<file path="config.mk">
export PLATFORM = sky130hd
export DESIGN_NAME = cubic_bisection_root_finder_core
export DESIGN_NICKNAME = d
export VERILOG_FILES = /design/src/cbrf_pkg.sv /design/src/cbrf_regs.sv /design/src/cbrf_mul.sv /design/src/cbrf_horner.sv /design/src/cubic_bisection_root_finder_core.sv
export SDC_FILE = /design/constraint.sdc
export NUM_CORES = 2
export LEC_CHECK = 0
export BUFFER_PORTS_ARGS = -buffer_cell sky130_fd_sc_hd__buf_2
export CORE_MARGIN = 8
export CORE_UTILIZATION = 45
export CTS_CLUSTER_SIZE = 24
export DETAILED_ROUTE_END_ITERATION = 8
export SLEW_MARGIN = 25
export SYNTH_ARGS = -nofsm -noshare
export SYNTH_HDL_FRONTEND = slang
export SYNTH_HIERARCHICAL = 1
export SYNTH_SLANG_ARGS = --single-unit
</file>
<file path="constraint.sdc">
create_clock -name clk_i -period 25.4 [get_ports clk_i]
set_clock_uncertainty 0.05 [all_clocks]
set_input_delay 5.08 -clock clk_i [delete_from_list [all_inputs] [get_ports clk_i]]
set_output_delay 5.08 -clock clk_i [all_outputs]
set_load 0.005 [all_outputs]
</file>
<file path="src/cbrf_pkg.sv">
// Shared types and constants of the cubic bisection root finder.
// Depends on nothing; every other source file imports it.
package cbrf_pkg;

  localparam int unsigned CoefWidth = 16;
  localparam int unsigned XWidth    = 32;
  localparam int unsigned AccWidth  = 48;
  localparam int unsigned OpAWidth  = 25;
  localparam int unsigned ProdWidth = OpAWidth + XWidth;
  localparam int unsigned TolWidth  = 31;
  localparam int unsigned StepWidth = 6;
  localparam int unsigned AddrWidth = 5;
  localparam int unsigned DataWidth = 32;

  localparam int unsigned MaxIterDefault = 48;

  // Register indexes on the configuration port (byte address is 4 * index)
  localparam logic [2:0] RegCubic  = 3'd0;
  localparam logic [2:0] RegSquare = 3'd1;
  localparam logic [2:0] RegLinear = 3'd2;
  localparam logic [2:0] RegConst  = 3'd3;
  localparam logic [2:0] RegTol    = 3'd4;

  // Reset values: -2.75, 18, -21, -12 in Q8.8 and about 1e-5 in Q8.24
  localparam logic [CoefWidth-1:0] CubicReset  = 16'hFD40;
  localparam logic [CoefWidth-1:0] SquareReset = 16'h1200;
  localparam logic [CoefWidth-1:0] LinearReset = 16'hEB00;
  localparam logic [CoefWidth-1:0] ConstReset  = 16'hF400;
  localparam logic [TolWidth-1:0]  TolReset    = 31'd168;

  typedef struct packed {
    logic signed [CoefWidth-1:0] cubic;
    logic signed [CoefWidth-1:0] square;
    logic signed [CoefWidth-1:0] linear;
    logic signed [CoefWidth-1:0] konst;
  } coef_t;

  typedef struct packed {
    logic                     start;
    logic signed [XWidth-1:0] x;
  } poly_req_t;

  typedef struct packed {
    logic                       done;
    logic signed [AccWidth-1:0] value;
  } poly_rsp_t;

endpackage

</file>
<file path="src/cbrf_regs.sv">
// Configuration registers of the root finder behind an APB-style port.
// Depends on cbrf_pkg for register indexes, reset values and coef_t.
module cbrf_regs (
  input  logic                              clk_i,
  input  logic                              rst_ni,
  input  logic                              psel,
  input  logic                              penable,
  input  logic                              pwrite,
  input  logic [cbrf_pkg::AddrWidth-1:0]    paddr,
  input  logic [cbrf_pkg::DataWidth-1:0]    pwdata,
  output logic [cbrf_pkg::DataWidth-1:0]    prdata,
  output logic                              pready,
  output cbrf_pkg::coef_t                   coef_o,
  output logic [cbrf_pkg::TolWidth-1:0]     tol_o
);
  import cbrf_pkg::*;

  coef_t               coef_q;
  logic [TolWidth-1:0] tol_q;
  logic                wr_en;
  logic [2:0]          reg_idx;

  assign pready  = 1'b1;
  assign wr_en   = psel & penable & pwrite;
  assign reg_idx = paddr[AddrWidth-1:2];

  always_ff @(posedge clk_i or negedge rst_ni) begin
    if (!rst_ni) begin
      coef_q.cubic  <= CubicReset;
      coef_q.square <= SquareReset;
      coef_q.linear <= LinearReset;
      coef_q.konst  <= ConstReset;
      tol_q         <= TolReset;
    end else if (wr_en) begin
      unique case (reg_idx)
        RegCubic:  coef_q.cubic  <= pwdata[CoefWidth-1:0];
        RegSquare: coef_q.square <= pwdata[CoefWidth-1:0];
        RegLinear: coef_q.linear <= pwdata[CoefWidth-1:0];
        RegConst:  coef_q.konst  <= pwdata[CoefWidth-1:0];
        RegTol:    tol_q         <= pwdata[TolWidth-1:0];
        default: ;
      endcase
    end
  end

  always_comb begin
    unique case (reg_idx)
      RegCubic:  prdata = {{(DataWidth-CoefWidth){1'b0}}, coef_q.cubic};
      RegSquare: prdata = {{(DataWidth-CoefWidth){1'b0}}, coef_q.square};
      RegLinear: prdata = {{(DataWidth-CoefWidth){1'b0}}, coef_q.linear};
      RegConst:  prdata = {{(DataWidth-CoefWidth){1'b0}}, coef_q.konst};
      RegTol:    prdata = {{(DataWidth-TolWidth){1'b0}}, tol_q};
      default:   prdata = '0;
    endcase
  end

  assign coef_o = coef_q;
  assign tol_o  = tol_q;

endmodule

</file>
<file path="src/cbrf_mul.sv">
// Shared signed 25 x 32 multiplier with a registered product.
// Depends on cbrf_pkg for operand and product widths.
module cbrf_mul (
  input  logic                                  clk_i,
  input  logic                                  en_i,
  input  logic signed [cbrf_pkg::OpAWidth-1:0]  a_i,
  input  logic signed [cbrf_pkg::XWidth-1:0]    b_i,
  output logic signed [cbrf_pkg::ProdWidth-1:0] prod_o
);
  import cbrf_pkg::*;

  logic signed [ProdWidth-1:0] prod_q;

  always_ff @(posedge clk_i) begin
    if (en_i) begin
      prod_q <= a_i * b_i;
    end
  end

  assign prod_o = prod_q;

endmodule

</file>
<file path="src/cbrf_horner.sv">
// Horner evaluation of the cubic in Q24.24 with saturation, using cbrf_mul.
// Each stage splits the 48-bit accumulator into low and high halves.
// Depends on cbrf_pkg and cbrf_mul.
module cbrf_horner (
  input  logic                clk_i,
  input  logic                rst_ni,
  input  cbrf_pkg::coef_t     coef_i,
  input  cbrf_pkg::poly_req_t req_i,
  output cbrf_pkg::poly_rsp_t rsp_o
);
  import cbrf_pkg::*;

  typedef enum logic [1:0] {HIdle, HLo, HHi, HAdd} state_e;

  localparam int unsigned PartWidth = ProdWidth - 24 + 1;
  localparam int unsigned SumWidth  = ProdWidth + 1;

  state_e                      state_q;
  logic [1:0]                  stage_q;
  logic signed [XWidth-1:0]    x_q;
  logic signed [AccWidth-1:0]  acc_q;
  logic signed [PartWidth-1:0] part_q;
  logic                        done_q;

  logic signed [OpAWidth-1:0]  mul_a;
  logic                        mul_en;
  logic signed [ProdWidth-1:0] prod;
  logic signed [CoefWidth-1:0] coef_sel;
  logic signed [PartWidth-1:0] part_d;
  logic signed [SumWidth-1:0]  sum;
  logic signed [AccWidth-1:0]  sat;

  // low half as an unsigned operand, high half as the signed one
  assign mul_a  = (state_q == HHi) ? {acc_q[AccWidth-1], acc_q[AccWidth-1:24]}
                                   : {1'b0, acc_q[23:0]};
  assign mul_en = (state_q == HLo) || (state_q == HHi);

  cbrf_mul u_mul (
    .clk_i  (clk_i),
    .en_i   (mul_en),
    .a_i    (mul_a),
    .b_i    (x_q),
    .prod_o (prod)
  );

  always_comb begin
    case (stage_q)
      2'd0:    coef_sel = coef_i.square;
      2'd1:    coef_sel = coef_i.linear;
      default: coef_sel = coef_i.konst;
    endcase
    // floor of the low product over 2^24, plus the next coefficient in Q24.24
    part_d = {prod[ProdWidth-1], prod[ProdWidth-1:24]}
           + {{(PartWidth-CoefWidth-16){coef_sel[CoefWidth-1]}}, coef_sel, 16'b0};
    sum = {prod[ProdWidth-1], prod}
        + {{(SumWidth-PartWidth){part_q[PartWidth-1]}}, part_q};
    if (sum[SumWidth-1:AccWidth-1] == {(SumWidth-AccWidth+1){sum[SumWidth-1]}}) begin
      sat = sum[AccWidth-1:0];
    end else if (sum[SumWidth-1]) begin
      sat = {1'b1, {(AccWidth-1){1'b0}}};
    end else begin
      sat = {1'b0, {(AccWidth-1){1'b1}}};
    end
  end

  always_ff @(posedge clk_i or negedge rst_ni) begin
    if (!rst_ni) begin
      state_q <= HIdle;
      stage_q <= '0;
      x_q     <= '0;
      acc_q   <= '0;
      part_q  <= '0;
      done_q  <= 1'b0;
    end else begin
      unique case (state_q)
        HIdle: begin
          done_q <= 1'b0;
          if (req_i.start) begin
            x_q     <= req_i.x;
            acc_q   <= {{(AccWidth-CoefWidth-16){coef_i.cubic[CoefWidth-1]}},
                        coef_i.cubic, 16'b0};
            stage_q <= '0;
            state_q <= HLo;
          end
        end
        HLo: begin
          done_q  <= 1'b0;
          state_q <= HHi;
        end
        HHi: begin
          done_q  <= 1'b0;
          part_q  <= part_d;
          state_q <= HAdd;
        end
        HAdd: begin
          acc_q  <= sat;
          done_q <= (stage_q == 2'd2);
          if (stage_q == 2'd2) begin
            state_q <= HIdle;
          end else begin
            stage_q <= stage_q + 2'd1;
            state_q <= HLo;
          end
        end
        default: begin
          done_q  <= 1'b0;
          state_q <= HIdle;
        end
      endcase
    end
  end

  assign rsp_o.done  = done_q;
  assign rsp_o.value = acc_q;

endmodule

</file>
<file path="src/cubic_bisection_root_finder_core.sv">
// Top level of the cubic bisection root finder: step sequencer and result beat.
// Depends on cbrf_pkg, cbrf_regs, cbrf_horner (which holds cbrf_mul).
//
//   port group   direction  beat taken when             payload
//   in           in         in_valid_i & !in_stall_o    lower_end_i, upper_end_i
//   out          out        out_valid_o & !out_stall_i  root_o, steps_taken_o, hit_limit_o
//   apb          in/out     psel & penable & pwrite     paddr, pwdata, prdata
//
// One interval takes up to MaxIter steps; each step is one cubic evaluation on the shared
// multiplier plus sequencing.
// f(a) is kept across steps, so each step evaluates only the midpoint.
// Reset is asynchronous and active low; registers return to their listed values.
// in_stall_o is high while an interval is in work; a finished result waits
// in the output register while a new interval may be taken.
module cubic_bisection_root_finder_core #(
  parameter int unsigned MaxIter = cbrf_pkg::MaxIterDefault
) (
  input  logic                                clk_i,
  input  logic                                rst_ni,
  input  logic                                in_valid_i,
  output logic                                in_stall_o,
  input  logic signed [cbrf_pkg::XWidth-1:0]  lower_end_i,
  input  logic signed [cbrf_pkg::XWidth-1:0]  upper_end_i,
  output logic                                out_valid_o,
  input  logic                                out_stall_i,
  output logic signed [cbrf_pkg::XWidth-1:0]  root_o,
  output logic [cbrf_pkg::StepWidth-1:0]      steps_taken_o,
  output logic                                hit_limit_o,
  input  logic                                psel,
  input  logic                                penable,
  input  logic                                pwrite,
  input  logic [cbrf_pkg::AddrWidth-1:0]      paddr,
  input  logic [cbrf_pkg::DataWidth-1:0]      pwdata,
  output logic [cbrf_pkg::DataWidth-1:0]      prdata,
  output logic                                pready
);
  import cbrf_pkg::*;

  typedef enum logic [2:0] {SIdle, SEvalA, SCheck, SEvalM, SEvalB, SOut} state_e;

  localparam logic [StepWidth-1:0] StepLimit = StepWidth'(MaxIter);

  coef_t               coef;
  logic [TolWidth-1:0] tol;
  poly_req_t           req_q;
  poly_rsp_t           rsp;

  state_e                     state_q;
  logic signed [XWidth-1:0]   a_q;
  logic signed [XWidth-1:0]   b_q;
  logic signed [XWidth-1:0]   mid_q;
  logic signed [XWidth-1:0]   sel_q;
  logic signed [AccWidth-1:0] fa_q;
  logic [StepWidth-1:0]       step_q;
  logic                       limit_q;
  logic                       out_valid_q;
  logic signed [XWidth-1:0]   root_q;
  logic [StepWidth-1:0]       steps_q;
  logic                       hit_q;

  logic signed [XWidth:0] diff;
  logic [XWidth:0]        span;
  logic signed [XWidth:0] sum_ab;
  logic                   wide;
  logic                   more;
  logic                   opposite;
  logic                   out_free;

  cbrf_regs u_regs (
    .clk_i   (clk_i),
    .rst_ni  (rst_ni),
    .psel    (psel),
    .penable (penable),
    .pwrite  (pwrite),
    .paddr   (paddr),
    .pwdata  (pwdata),
    .prdata  (prdata),
    .pready  (pready),
    .coef_o  (coef),
    .tol_o   (tol)
  );

  cbrf_horner u_horner (
    .clk_i  (clk_i),
    .rst_ni (rst_ni),
    .coef_i (coef),
    .req_i  (req_q),
    .rsp_o  (rsp)
  );

  always_comb begin
    diff     = {a_q[XWidth-1], a_q} - {b_q[XWidth-1], b_q};
    span     = diff[XWidth] ? -diff : diff;
    wide     = span > {2'b00, tol};
    more     = wide && (step_q < StepLimit);
    sum_ab   = {a_q[XWidth-1], a_q} + {b_q[XWidth-1], b_q};
    // strict opposite signs of f(a) and f(mid); zero counts as neither
    opposite = (!fa_q[AccWidth-1] && (fa_q != '0) && rsp.value[AccWidth-1])
            || (fa_q[AccWidth-1] && !rsp.value[AccWidth-1] && (rsp.value != '0));
    out_free = !out_valid_q || !out_stall_i;
  end

  always_ff @(posedge clk_i or negedge rst_ni) begin
    if (!rst_ni) begin
      state_q     <= SIdle;
      req_q       <= '0;
      a_q         <= '0;
      b_q         <= '0;
      mid_q       <= '0;
      sel_q       <= '0;
      fa_q        <= '0;
      step_q      <= '0;
      limit_q     <= 1'b0;
      out_valid_q <= 1'b0;
      root_q      <= '0;
      steps_q     <= '0;
      hit_q       <= 1'b0;
    end else begin
      // drop the result beat once taken, unless a new one is loaded now
      if (out_valid_q && !out_stall_i && (state_q != SOut)) begin
        out_valid_q <= 1'b0;
      end
      unique case (state_q)
        SIdle: begin
          req_q.start <= in_valid_i;
          if (in_valid_i) begin
            a_q         <= lower_end_i;
            b_q         <= upper_end_i;
            step_q      <= '0;
            req_q.x     <= lower_end_i;
            state_q     <= SEvalA;
          end
        end
        SEvalA: begin
          req_q.start <= 1'b0;
          if (rsp.done) begin
            fa_q    <= rsp.value;
            state_q <= SCheck;
          end
        end
        SCheck: begin
          req_q.start <= 1'b1;
          if (more) begin
            mid_q   <= sum_ab[XWidth:1];
            req_q.x <= sum_ab[XWidth:1];
            state_q <= SEvalM;
          end else begin
            limit_q <= wide;
            req_q.x <= b_q;
            state_q <= SEvalB;
          end
        end
        SEvalM: begin
          req_q.start <= 1'b0;
          if (rsp.done) begin
            if (opposite) begin
              b_q <= mid_q;
            end else begin
              a_q  <= mid_q;
              fa_q <= rsp.value;
            end
            step_q  <= step_q + 1'b1;
            state_q <= SCheck;
          end
        end
        SEvalB: begin
          req_q.start <= 1'b0;
          if (rsp.done) begin
            sel_q   <= (fa_q < rsp.value) ? a_q : b_q;
            state_q <= SOut;
          end
        end
        SOut: begin
          req_q.start <= 1'b0;
          // hold until the previous result beat has left
          if (out_free) begin
            root_q      <= sel_q;
            steps_q     <= step_q;
            hit_q       <= limit_q;
            out_valid_q <= 1'b1;
            state_q     <= SIdle;
          end
        end
        default: begin
          req_q.start <= 1'b0;
          state_q     <= SIdle;
        end
      endcase
    end
  end

  assign in_stall_o    = (state_q != SIdle);
  assign out_valid_o   = out_valid_q;
  assign root_o        = root_q;
  assign steps_taken_o = steps_q;
  assign hit_limit_o   = hit_q;

endmodule

</file>
# ---- Word level (Yosys, flattened, before mapping)
# Index checks and enable logic that the tools add are counted.
dict set report op_classes {
  add_sub_neg 7
  multipliers 1
  n_lt_le_gt_ge 3
  n_eq_ne 26
  n_mux 43
  bitwise_logic 3
  n_reduce_logical 45
}
# cell count
set op_table {}
lappend op_table {{2-to-1 mux 48 bit} 6}
lappend op_table {{2-to-1 mux 32 bit} 8}
lappend op_table {{one-hot mux 32 bit (2 select lines)} 3}
lappend op_table {{one-hot mux 48 bit (2 select lines)} 2}
lappend op_table {{one-hot mux 31 bit (5 select lines)} 1}
lappend op_table {{nonzero test 48 bit} 2}
lappend op_table {{adder 57 x 34 -> 58 bit} 1}
lappend op_table {{multiplier 25 x 32 -> 57 bit} 1}
lappend op_table {{< comparator 48 bit} 1}
lappend op_table {{adder 33 x 32 -> 34 bit} 1}
lappend op_table {{adder 32 x 32 -> 33 bit} 1}
lappend op_table {{greater-than comparator 33 x 31 -> 1 bit} 1}
lappend op_table {{2-to-1 mux 33 bit} 1}
lappend op_table {{negation 33 bit} 1}
lappend op_table {{subtractor 32 x 32 -> 33 bit} 1}
lappend op_table {{one-hot mux 16 bit (2 select lines)} 1}
lappend op_table {{2-to-1 mux 25 bit} 1}
lappend op_table {{AND reduction 2 bit} 12}
lappend op_table {{AND reduction 4 bit} 4}
lappend op_table {{2-to-1 mux 3 bit} 5}
lappend op_table {{one-hot mux 3 bit (5 select lines)} 1}
lappend op_table {{equality test 3 x 2 -> 1 bit (second input constant)} 4}
lappend op_table {{2-to-1 mux 6 bit} 2}
lappend op_table {{!= test 2 bit (second input constant)} 6}
lappend op_table {{other kinds (28)} 61}
dict set report word_totals {
  reg_bits 530
  inputBits 108
  output_inout_bits 74
  wordCells 154
}

# ---- Longest topological paths before layout
dict set report logic_depth {
  depth_word 7
  ltp_mapped 31
  depth_no_buf 28
}

# ---- By module
# The synthesis kept the hierarchy.
# mod n_inst cells_per_inst area_each_um2 seq_area_each_um2
set by_module_without_submodules {}
lappend by_module_without_submodules {cbrf_mul 1 3198 30301.6 1711.6}
lappend by_module_without_submodules {cubic_bisection_root_finder_core 1 1983 17445.5 6481.2}
lappend by_module_without_submodules {cbrf_horner 1 1076 9648.0 2977.9}
lappend by_module_without_submodules {cbrf_regs 1 307 4403.0 2407.3}

# ---- Least setup slack after synthesis
# Ideal clock, no wire load.
dict set report synth_timing {
  kind {input -> output}
  start {input port paddr[3] (netlist name)}
  end {output port prdata[0] (netlist name)}
  arrival_ns 6.282
  required_ns 20.270
  path_slack_ns 13.988
  path_stages 4
  path_buffers 2
  cell_sequence {clkbuf_2 buf_1 mux2_2 a221o_1}
}
dict set report synth_between {
  elab_chain_cells 2
  elab_cells_between_ends 6
  cone_classes {eq/ne (4); mux (1); reduce/logical (1)}
}
# element line_no
set synth_rtl {}
lappend synth_rtl {{start, declared} cubic_bisection_root_finder_core.sv:32} ;# input logic [cbrf_pkg::AddrWidth-1:0] paddr,
lappend synth_rtl {{equality test 3 bit (tied with other cells)} cbrf_regs.sv:47} ;# unique case (reg_idx)
lappend synth_rtl {{one-hot mux 31 bit (5 select lines) *} cbrf_regs.sv:47}
lappend synth_rtl {{end, declared} cubic_bisection_root_finder_core.sv:34} ;# output logic [cbrf_pkg::DataWidth-1:0] prdata,
# Mark *: on every way between the ends. The rest lies on a longest branch, timed or not.

# ---- Worst setup path after layout
dict set report layout_timing {
  start {input port paddr[3] (netlist name)}
  end {output port prdata[1] (netlist name)}
}
# Same word-level chain as after synthesis.

==> impl_results.md <==
- Max_cap viols: 0
- Unrepaired setup endpoints after global routing: false
- CTS tree: yes
- Number of port buffers: 176
- Post-synthesis xor/xnor area fraction: 2.97%
- Clk Latency, worst-skew pair: 0.66 ns
- Largest family of logic cells by synthesized area: adder cells
- Layout cells sized above 1: 11.3%
- Leading area contributor after synthesis: fa_1
- Arr. time, crit path: 6.79 ns
- Synth Area in Compound Gates: 11.3%
- WP data required: 20.27 ns
- Overflow after GRT: 0
- Max Fclk: 83.9 MHz
- Synth warn: 6
- Synth Area in Adders: 34.3%
- Slew Limit Fails: 0
- Placed Area: 0.0643 mm2
- Die Width: 387 um
- Total die area: 0.149 mm2
- Io pins: 182
- First-pass GRT wire length: 292,000 um
- GRT Total Usage: 24.5%
- Status: completed
- Tcrit/Tclk final: 46.9%
- Vias in the first global route: 49.6k
- Die Span Y: 387 um
- Worst-path fanout max: 36
- Setup violations, final: 0
- Largest net degree at the start of global routing: 93
- CTS Buffer Depth: 3
- #FFs+latches synth: 530
- Starting Density: 45.1%
- # DRC: 0
- Syn Std Cell Area: 0.0618 mm2
- Clock Sinks: 530
- Multi-input gate area: 0.0431 mm2
- RePlAce Congestion: 0.938
- Post-CTS Hold Buffers: 0
- First DRT Iteration DRCs: 3,452
- Asr flop ratio synth: 89.2%
- Synth-to-Final Area Change: 7.25%
- Post-CTS setup buffer count: 0
- Sequential area share after synthesis: 22.0%
- Drt pass-1 iters: 6
- Initial antenna violation count: 6
- Wire length on met3: 12,900 um
- WS Path Type: input pin to primary output
- Cts bufs inserted: 56
- CTS Root Cell: clkbuf_16
- Final Cell Area: 0.0663 mm2
- Post-route ant nets: 0
- Core Rows: 136
- Syn_area_per_cell: 9.41 um2
- Final setup TNS: 0 ns
- Yosys top cell area share: 26.7%
- Worst slew pin tran: 1.25 ns
- Simple-Gate Fraction of Synth Area: 14.7%
- H-tree depth: 2
- Rel. slew slack: 16.2%
- Fin nets: 7,859
- Routed WL per cell: 22.1 um
- Final min period: 11.92 ns
- Multiplexer area fraction after synthesis: 6.11%
- # fillers: 13.0k
- Main flop type after synthesis: dfrtp_1
- CORE AREA: 0.137 mm2
- EDFF count, synth: 57
- Final hold viol count: 0
- Post-CTS sizing: 0
- Met1 wire length: 82,900 um
- Hold crit path type: flip-flop to flip-flop
- Main area contributors after synthesis: fa_1 (27%), dfrtp_1 (18%), ha_1 (7.7%)
- CP Launch Type: input pin
- Post-synth cell types: 115
- HPWL Detailed: 143,000 um
- Syn Nets: 7,874
- Via density: 5.61
- Cell count after synthesis: 6,564
- Top sig layer: met5
- DR WL met2: 84,100 um
- DR vias: 47.1k
- Clk slew on worst S/H paths: 0.06 ns
- Routed WL: 185,000 um
- CP Capture Type: primary output
- FF+latch area: 0.0136 mm2
worst paths after layout:
kind | from | end | slack (ns) | cells past startpoint
max in group asynchronous | rst_ni | u_horner/x_q[30] | 17.95 | 4
max reg2reg | u_horner/state_q[0] | u_horner/u_mul/prod_o[56] | 15.89 | 26
min | mid_q[14] | mid_q[14] | 0.43 | 2
min reg2reg | mid_q[14] | mid_q[14] | 0.43 | 2
min in group asynchronous | rst_ni | u_regs/coef_o[45] | 4.38 | 1
max | paddr[3] | prdata[1] | 13.48 | 7
state kept, by name, summed over array words and instances (netlist names), 31 cells and up:
signal / count
u_regs/tol_o: 31
u_horner/u_mul/prod_o: 57
mid_q: 32
root_o: 32
u_horner/x_q: 32
req_q: 33
u_horner/part_q: 34
u_regs/coef_o: 64
fa_q: 48
a_q: 32
b_q: 32
sel_q: 32
u_horner/acc_q: 48
through the flow:
step                setup slack (ns)  util (%)  instances  hold slack [ns]
floorplan                      13.99         -       6564            0.388
global placement               13.54      46.9       8284            0.408
detailed placement             13.50      46.9       8284            0.415
CTS                            13.50      48.3       8389            0.429
global route                   13.42      48.4       8390            0.453
finish                         13.48      48.4       8393            0.426
synth_stat cells (28+ instances only):
library cell / count
nand2b_1: 37
nand4_1: 56
nor2_1: 303
xor2_1: 69
a221o_1: 40
nand3_1: 45
edfxtp_1: 57
nor4_1: 44
a21o_1: 96
a31oi_1: 33
mux2_2: 276
nor3_1: 49
xnor2_1: 139
and2_1: 430
buf_2: 35
o21a_1: 31
ha_1: 379
and3_1: 74
o21ai_0: 204
a211oi_1: 31
mux2i_1: 52
o21bai_1: 28
dfrtp_1: 449
clkbuf_1: 265
fa_1: 823
inv_1: 1031
a21oi_1: 347
nand2_1: 699
area by class of cell:
class	count	area share, %
Clock inverter	24	0.544
Timing Repair Buffer	262	2.34
Clock buffer	81	2.42
Sequential cell	530	20.5
Multi-Input combinational cell	4668	65.0
Inverter	1031	5.84
Tap cell	1794	3.39
Antenna cell	3	0.0113
cell usage in the layout (no fill, tap or decap), types with 139 or more instances in the layout:
master,count
inv_1,1031
fa_1,822
nand2_1,697
dfrtp_1,447
and2_1,430
ha_1,377
a21oi_1,345
nor2_1,300
mux2_2,276
o21ai_0,203
buf_2,175
xnor2_1,139
worst max-delay path, cell delays in order:
cell and delay [ns]:
buf_2 0.08, buf_4 0.47, nand2b_1 0.25, nor2_2 0.04, buf_4 0.25, a221o_1 0.44
buf_2 0.15
layer usage:
metal	track usage [%]	vias to the layer above
li1	-	21285
met1	34.4	24039
met2	39.0	1486
met3	4.54	258
met4	6.74	6
met5	0	-
cells by family after synthesis:
logic type	count (synthesis)
simple gates	1849
buf+inv	1366
mux	338
flops	530
fa+ha+maj	1202
xor+xnor	209
other cells	2
compound gates	1068
Power is left out: the tool's default activity adds up to more than one toggle a clock period on the data nets, which glitch-free logic cannot reach.
